**config.mk**
```make
export PLATFORM = sky130hd
export DESIGN_NAME = hmc3_filter
export DESIGN_NICKNAME = d
export VERILOG_FILES = /design/src/design/hmc3_pkg.sv /design/src/design/hmc3_filter.sv
export SDC_FILE = /design/constraint.sdc
export NUM_CORES = 2
export LEC_CHECK = 0
export ABC_CLOCK_PERIOD_IN_PS = 20400
export BUFFER_PORTS_ARGS = -buffer_cell sky130_fd_sc_hd__buf_4
export CAP_MARGIN = 15
export CORE_MARGIN = 1
export CORE_UTILIZATION = 34
export CTS_CLUSTER_DIAMETER = 100
export CTS_CLUSTER_SIZE = 10
export DETAILED_ROUTE_END_ITERATION = 10
export PLACE_DENSITY_LB_ADDON = 0.2
export SLEW_MARGIN = 5
export SYNTH_ARGS = -nofsm -noshare
export SYNTH_HDL_FRONTEND = slang
export SYNTH_SLANG_ARGS = --single-unit
```
**constraint.sdc**
```tcl
create_clock -name clk -period 20.4 [get_ports clk]
set_input_delay 4.08 -clock clk [delete_from_list [all_inputs] [get_ports clk]]
set_output_delay 4.08 -clock clk [all_outputs]
set_load 0.1 [all_outputs]
```
**src/design/hmc3_pkg.sv**
```systemverilog
// Package: shared widths, register indexes, reset values and filter types for the 3x3 filter.
`timescale 1ns / 1ps
`default_nettype none

package hmc3_pkg;

	// Payload and arithmetic widths
	localparam int SAMPLE_W   = 16;
	localparam int COEF_W     = 16;
	localparam int GAIN_W     = 16;
	localparam int NTAPS      = 9;
	localparam int PROD_W     = SAMPLE_W + COEF_W;
	localparam int ACC_W      = PROD_W + 3;
	localparam int SCALE_W    = ACC_W + GAIN_W + 1;
	localparam int FRAC_SHIFT = 27;
	localparam int TAP_IDX_W  = $clog2(NTAPS);

	// Configuration register widths
	localparam int FW_W       = 11;
	localparam int FH_W       = 16;
	localparam int ROW_CFG_W  = 48;
	localparam int CFG_IDX_W  = 3;
	localparam int CFG_DATA_W = 48;

	localparam int DEFAULT_MAX_WIDTH = 1024;

	// Register indexes
	localparam logic [CFG_IDX_W-1:0] REG_FRAME_WIDTH  = 3'd0;
	localparam logic [CFG_IDX_W-1:0] REG_FRAME_HEIGHT = 3'd1;
	localparam logic [CFG_IDX_W-1:0] REG_COEF_TOP     = 3'd2;
	localparam logic [CFG_IDX_W-1:0] REG_COEF_MID     = 3'd3;
	localparam logic [CFG_IDX_W-1:0] REG_COEF_BOT     = 3'd4;
	localparam logic [CFG_IDX_W-1:0] REG_DAMP_GAIN    = 3'd5;

	// Register reset values
	localparam logic [FW_W-1:0]      RST_FRAME_WIDTH  = 11'd1024;
	localparam logic [FH_W-1:0]      RST_FRAME_HEIGHT = 16'd1024;
	localparam logic [ROW_CFG_W-1:0] RST_COEF_TOP     = 48'h0000_0800_0000;
	localparam logic [ROW_CFG_W-1:0] RST_COEF_MID     = 48'h0800_E000_0800;
	localparam logic [ROW_CFG_W-1:0] RST_COEF_BOT     = 48'h0000_0800_0000;
	localparam logic [GAIN_W-1:0]    RST_DAMP_GAIN    = 16'd29491;

	typedef logic [NTAPS-1:0][SAMPLE_W-1:0] tap_vec_t;

	// Filter unit request and response
	typedef struct packed {
		logic     start;
		tap_vec_t pix;
		tap_vec_t coef;
	} filt_req_t;

	typedef struct packed {
		logic                done;
		logic [SAMPLE_W-1:0] value;
	} filt_rsp_t;

endpackage

`default_nettype wire

```
**src/design/hmc3_filter.sv**
```systemverilog
// Filter unit: serial nine-tap multiply-accumulate, gain multiply, floor and saturate.
`timescale 1ns / 1ps
`default_nettype none

module hmc3_filter import hmc3_pkg::*; (
	input  wire logic              clk,
	input  wire logic              arst_n,
	input  wire filt_req_t         req,
	input  wire logic [GAIN_W-1:0] gain,
	output filt_rsp_t              rsp
);

	typedef enum logic [2:0] {
		F_IDLE,
		F_MAC,
		F_ACC,
		F_GAIN,
		F_SAT
	} fstate_t;

	localparam logic signed [SCALE_W-1:0] SAT_MAX = SCALE_W'(32767);
	localparam logic signed [SCALE_W-1:0] SAT_MIN = -SCALE_W'(32768);

	fstate_t                    state_q;
	logic [TAP_IDX_W-1:0]       tap_q;
	logic                       prod_v_s1;
	logic                       done_q;
	logic [SAMPLE_W-1:0]        value_q;

	tap_vec_t                   pix_q;
	tap_vec_t                   coef_q;
	logic signed [PROD_W-1:0]   prod_s1;
	logic signed [ACC_W-1:0]    acc_q;
	logic signed [SCALE_W-1:0]  scaled_s2;
	logic signed [SCALE_W-1:0]  shifted;
	logic [SAMPLE_W-1:0]        sat_val;

	// floor to Q8.8 and clamp to 16 bits
	always_comb begin
		shifted = scaled_s2 >>> FRAC_SHIFT;
		if (shifted > SAT_MAX) begin
			sat_val = SAT_MAX[SAMPLE_W-1:0];
		end else if (shifted < SAT_MIN) begin
			sat_val = SAT_MIN[SAMPLE_W-1:0];
		end else begin
			sat_val = shifted[SAMPLE_W-1:0];
		end
	end

	// sequencer and registered outputs
	always_ff @(posedge clk or negedge arst_n) begin
		if (!arst_n) begin
			state_q   <= F_IDLE;
			tap_q     <= '0;
			prod_v_s1 <= 1'b0;
			done_q    <= 1'b0;
			value_q   <= '0;
		end else begin
			done_q    <= 1'b0;
			prod_v_s1 <= 1'b0;
			case (state_q)
				F_IDLE: begin
					if (req.start) begin
						tap_q   <= '0;
						state_q <= F_MAC;
					end
				end
				F_MAC: begin
					prod_v_s1 <= 1'b1;
					tap_q     <= tap_q + 1'b1;
					if (tap_q == TAP_IDX_W'(NTAPS - 1)) begin
						state_q <= F_ACC;
					end
				end
				F_ACC: begin
					state_q <= F_GAIN;
				end
				F_GAIN: begin
					state_q <= F_SAT;
				end
				F_SAT: begin
					done_q  <= 1'b1;
					value_q <= sat_val;
					state_q <= F_IDLE;
				end
				default: begin
					state_q <= F_IDLE;
				end
			endcase
		end
	end

	// datapath: operand latch, product, accumulator, gain product
	always_ff @(posedge clk) begin
		if (state_q == F_IDLE && req.start) begin
			pix_q  <= req.pix;
			coef_q <= req.coef;
			acc_q  <= '0;
		end else if (prod_v_s1) begin
			acc_q <= acc_q + ACC_W'(prod_s1);
		end
		prod_s1   <= $signed(pix_q[tap_q]) * $signed(coef_q[tap_q]);
		scaled_s2 <= acc_q * $signed({1'b0, gain});
	end

	assign rsp.done  = done_q;
	assign rsp.value = value_q;

endmodule

`default_nettype wire

```
==> results.cfg <==
[outcome]
status = completed

[placed_design]
gp_congestion = 0.834
portBuffers = 323
dp_hpwl_um = 87800

[floorplanning]
start_util_pct = 34.4
die_area_um2 = 131000
pin_count = 324
rows = 131
die_height_um = 362
core_um2 = 128000
dieWidth_um = 362

[layout]
area_growth_pct = 13.0
fill_cells = 12700
drive_gt1_share_pct = 12.0
fin_nets = 5785

[critical_path]
regToRegStartpoint = tap_q[0]
max_stage_delay_ps = 890
crit_path_start = gain[2]
end_kind = register
crit_required_ps = 20950
crit_path_cell_trace = buf_4, nand2_1, fa_1, inv_1, fa_1, inv_1, fa_1, inv_1, fa_1, fa_1, fa_1, ha_1, and4_1, o211ai_1, a21o_1, a211oi_1, a211oi_1, o31ai_1, a31oi_1, o221ai_1, xnor2_1
cp_top_family = adder cells
worstPathMaxFanout = 35
worst_setup_path_start_kind = input port
crit_type = input port to register
path_buf_inv = 4
path_common_cell = fa_1
arrival_ps = 11420
cpMaxStageDelayCell = a211oi_1

[grt]
grt_pass1_vias = 32400
antenna_found_initial = 5
grt_pass1_wl_um = 184000
gr-total-overflow = 0
grt.total_usage_pct = 18.0
grtUsageMet3_pct = 4.03
grt_max_degree = 134
grt.busiest_layer = met2
gr-usage-met2_pct = 31.5
met1_usage_pct = 22.8

[clock_network]
tritoncts = done
cts_setup_buffers = 0
cts_resized = 0
cts_made_buffers = 48
clkSlewWorstSetupHoldPaths_ps = 60
clkSinkCount = 405
cts-root-buf = clkbuf_16
ctsHtreeMaxLevel = 2
ctsLongestPathBuffers = 3
ctsHoldBuffers = 0
clock_latency_ps = 630

[flow_run]
cap_viol_max_count = 0

[synth]
async_reset_ff_share_pct = 6.17
synthFlopType = edfxtp_1
synthesis.yosys.warnings = 0
netlist-cell-type-count = 72
synth_edf_count = 288
syn_inst = 4207
yosys.area.top_type = fa_1
ys_ff_latch = 405
synth_top_cell_area_share_pct = 36.0
syn_area_um2 = 44000
syn_avg_cell_area_um2 = 10.5
synthTopCellsByArea = fa_1 36%, edfxtp_1 20%, inv_1 7.9%
syn_nets = 5545
yosysSeqAreaShare_pct = 25.3

[route]
dr.pass1.iters = 5
via_count = 29100
routed_wl_um = 113000
wl_per_cell_um = 18.3
drc = 0
dr.first_iter.drc_count = 1403
viasPerCell = 4.70
ant_nets = 0

[sta]
max_freq_ghz = 0.0920
slew_viol_final = 0
finalSetupTns_ps = 0
relSlewSlack_pct = 22.9
fin_crit_ps = 10870
worstMarginPinSlew_ps = 1160
rsz0062_at_grt = no
hold_violations = 0
fin_crit_sh_pct = 53.3
setup_viol = 0
fin_skew_ps = 29.2

[hold_path]
worstHoldStart = scaled_s2[41]
hold_path_class = register to register
[Yosys cell counts, types with 6 or more instances]
master / number
o21bai_1: 12
xor2_1: 28
nor2_1: 248
and3_1: 10
o211ai_1: 8
a21o_1: 37
nand4_1: 8
a21oi_1: 117
fa_1: 792
and2_1: 180
or2_2: 19
a21boi_0: 7
xnor2_1: 57
o31ai_1: 6
edfxtp_1: 288
o21ai_1: 10
a211oi_1: 12
nand3b_1: 7
dfxtp_1: 92
nor2b_1: 15
ha_1: 239
or3_1: 6
inv_1: 928
nand3_1: 19
o21a_1: 23
o21ai_0: 50
nor3_1: 26
mux2i_1: 46
nand2b_1: 20
buf_1: 10
mux4_2: 64
clkbuf_1: 165
nand2_1: 545
a31oi_1: 14
dfrtp_1: 25
[tightest hold or removal path, stage by stage, from the launching register on]
cell     delay, ps
dfxtp_1        290
nand2_1         50
a21oi_1         50
[final cells by class]
type                            instances  area [um2]  area share (%)
Clock inverter                          7         145           0.292
Sequential cell                       405       11100            22.4
Inverter                              929        3490            7.03
Clock buffer                           60        1270            2.55
Timing Repair Buffer                  371        2790            5.60
Tap cell                             1729        2160            4.35
Multi-Input combinational cell       2692       28700            57.8
Antenna cell                            2        5.00          0.0101
[layout by cell type (no fill, tap or decap), types with 14 or more instances in the layout]
| cell | count |
|---|---|
| xnor2_1 | 57 |
| nand3_1 | 19 |
| o21a_1 | 23 |
| clkbuf_16 | 48 |
| and2_1 | 180 |
| or2_2 | 19 |
| a21oi_1 | 116 |
| nand2b_1 | 20 |
| dfxtp_1 | 92 |
| nor3_1 | 26 |
| ha_1 | 239 |
| mux4_2 | 64 |
| o21ai_0 | 48 |
| xor2_1 | 28 |
| dfrtp_1 | 21 |
| a31oi_1 | 14 |
| buf_4 | 371 |
| fa_1 | 792 |
| edfxtp_1 | 288 |
| nor2b_1 | 15 |
| nor2_1 | 248 |
| inv_1 | 928 |
| nand2_1 | 545 |
| a21o_1 | 37 |
| mux2i_1 | 46 |
[stage by stage]
| stage | std cells | util, % | hold WS (ps) | instance area (um2) | setup WS, ps |
|---|---|---|---|---|---|
| 3_3_place_gp | 6125 | 37.7 | 424 | 48300 | 8980 |
| 5_1_grt | 6193 | 38.8 | 453 | 49700 | 9280 |
| 4_1_cts | 6192 | 38.8 | 433 | 49700 | 9570 |
| 2_1_floorplan | 4207 | - | 415 | 44000 | 6730 |
| 6_report | 6195 | 38.8 | 429 | 49700 | 9530 |
| 3_5_place_dp | 6125 | 37.7 | 421 | 48300 | 8890 |
[kinds of logic (layout without fill, tap and decap cells)]
group | after synthesis | count (layout) | synth area share (%)
AOI/OAI and AO/OA | 341 | 341 | 4.95
xor gates and xnor gates | 85 | 85 | 1.69
adders and majority gates | 1031 | 1031 | 42.8
buffers and inverters | 1110 | 1367 | 9.49
DFF | 405 | 405 | 25.3
muxes | 111 | 111 | 4.35
other | 0 | 2 | 0
and+or+nand+nor | 1124 | 1124 | 11.5
[routing by layer]
layer  wire (um)  vias to the layer above  part of all wire (%)
li1            -                    13400                     -
met1       48400                    15000                    43
met2       55600                      620                    49
met3        7320                      114                   6.5
met4        1900                        6                   1.7
met5          44                        -                 0.039
[final timing paths]
path / endpoint / slack [ps] / depth (start not counted)
hold reg to reg: value_q[14] / 430 / 2
max in group asynchronous: tap_q[1] / 16650 / 1
hold / removal: value_q[14] / 430 / 2
setup / recovery: scaled_s2[51] / 9530 / 21
setup reg to reg: prod_s1[31] / 11070 / 23
min in group asynchronous: value_q[4] / 3390 / 1
[sequential cells by signal, indices dropped and copies added, names as in the netlist]
signal     count
coef_q       144
pix_q        144
acc_q         35
prod_s1       32
scaled_s2     25
value_q       16
tap_q          4
state_q        3
done_q         1
prod_v_s1      1
Power is not shown: default switching activity piles up to over one toggle a cycle in this logic, so the estimate is an artifact.
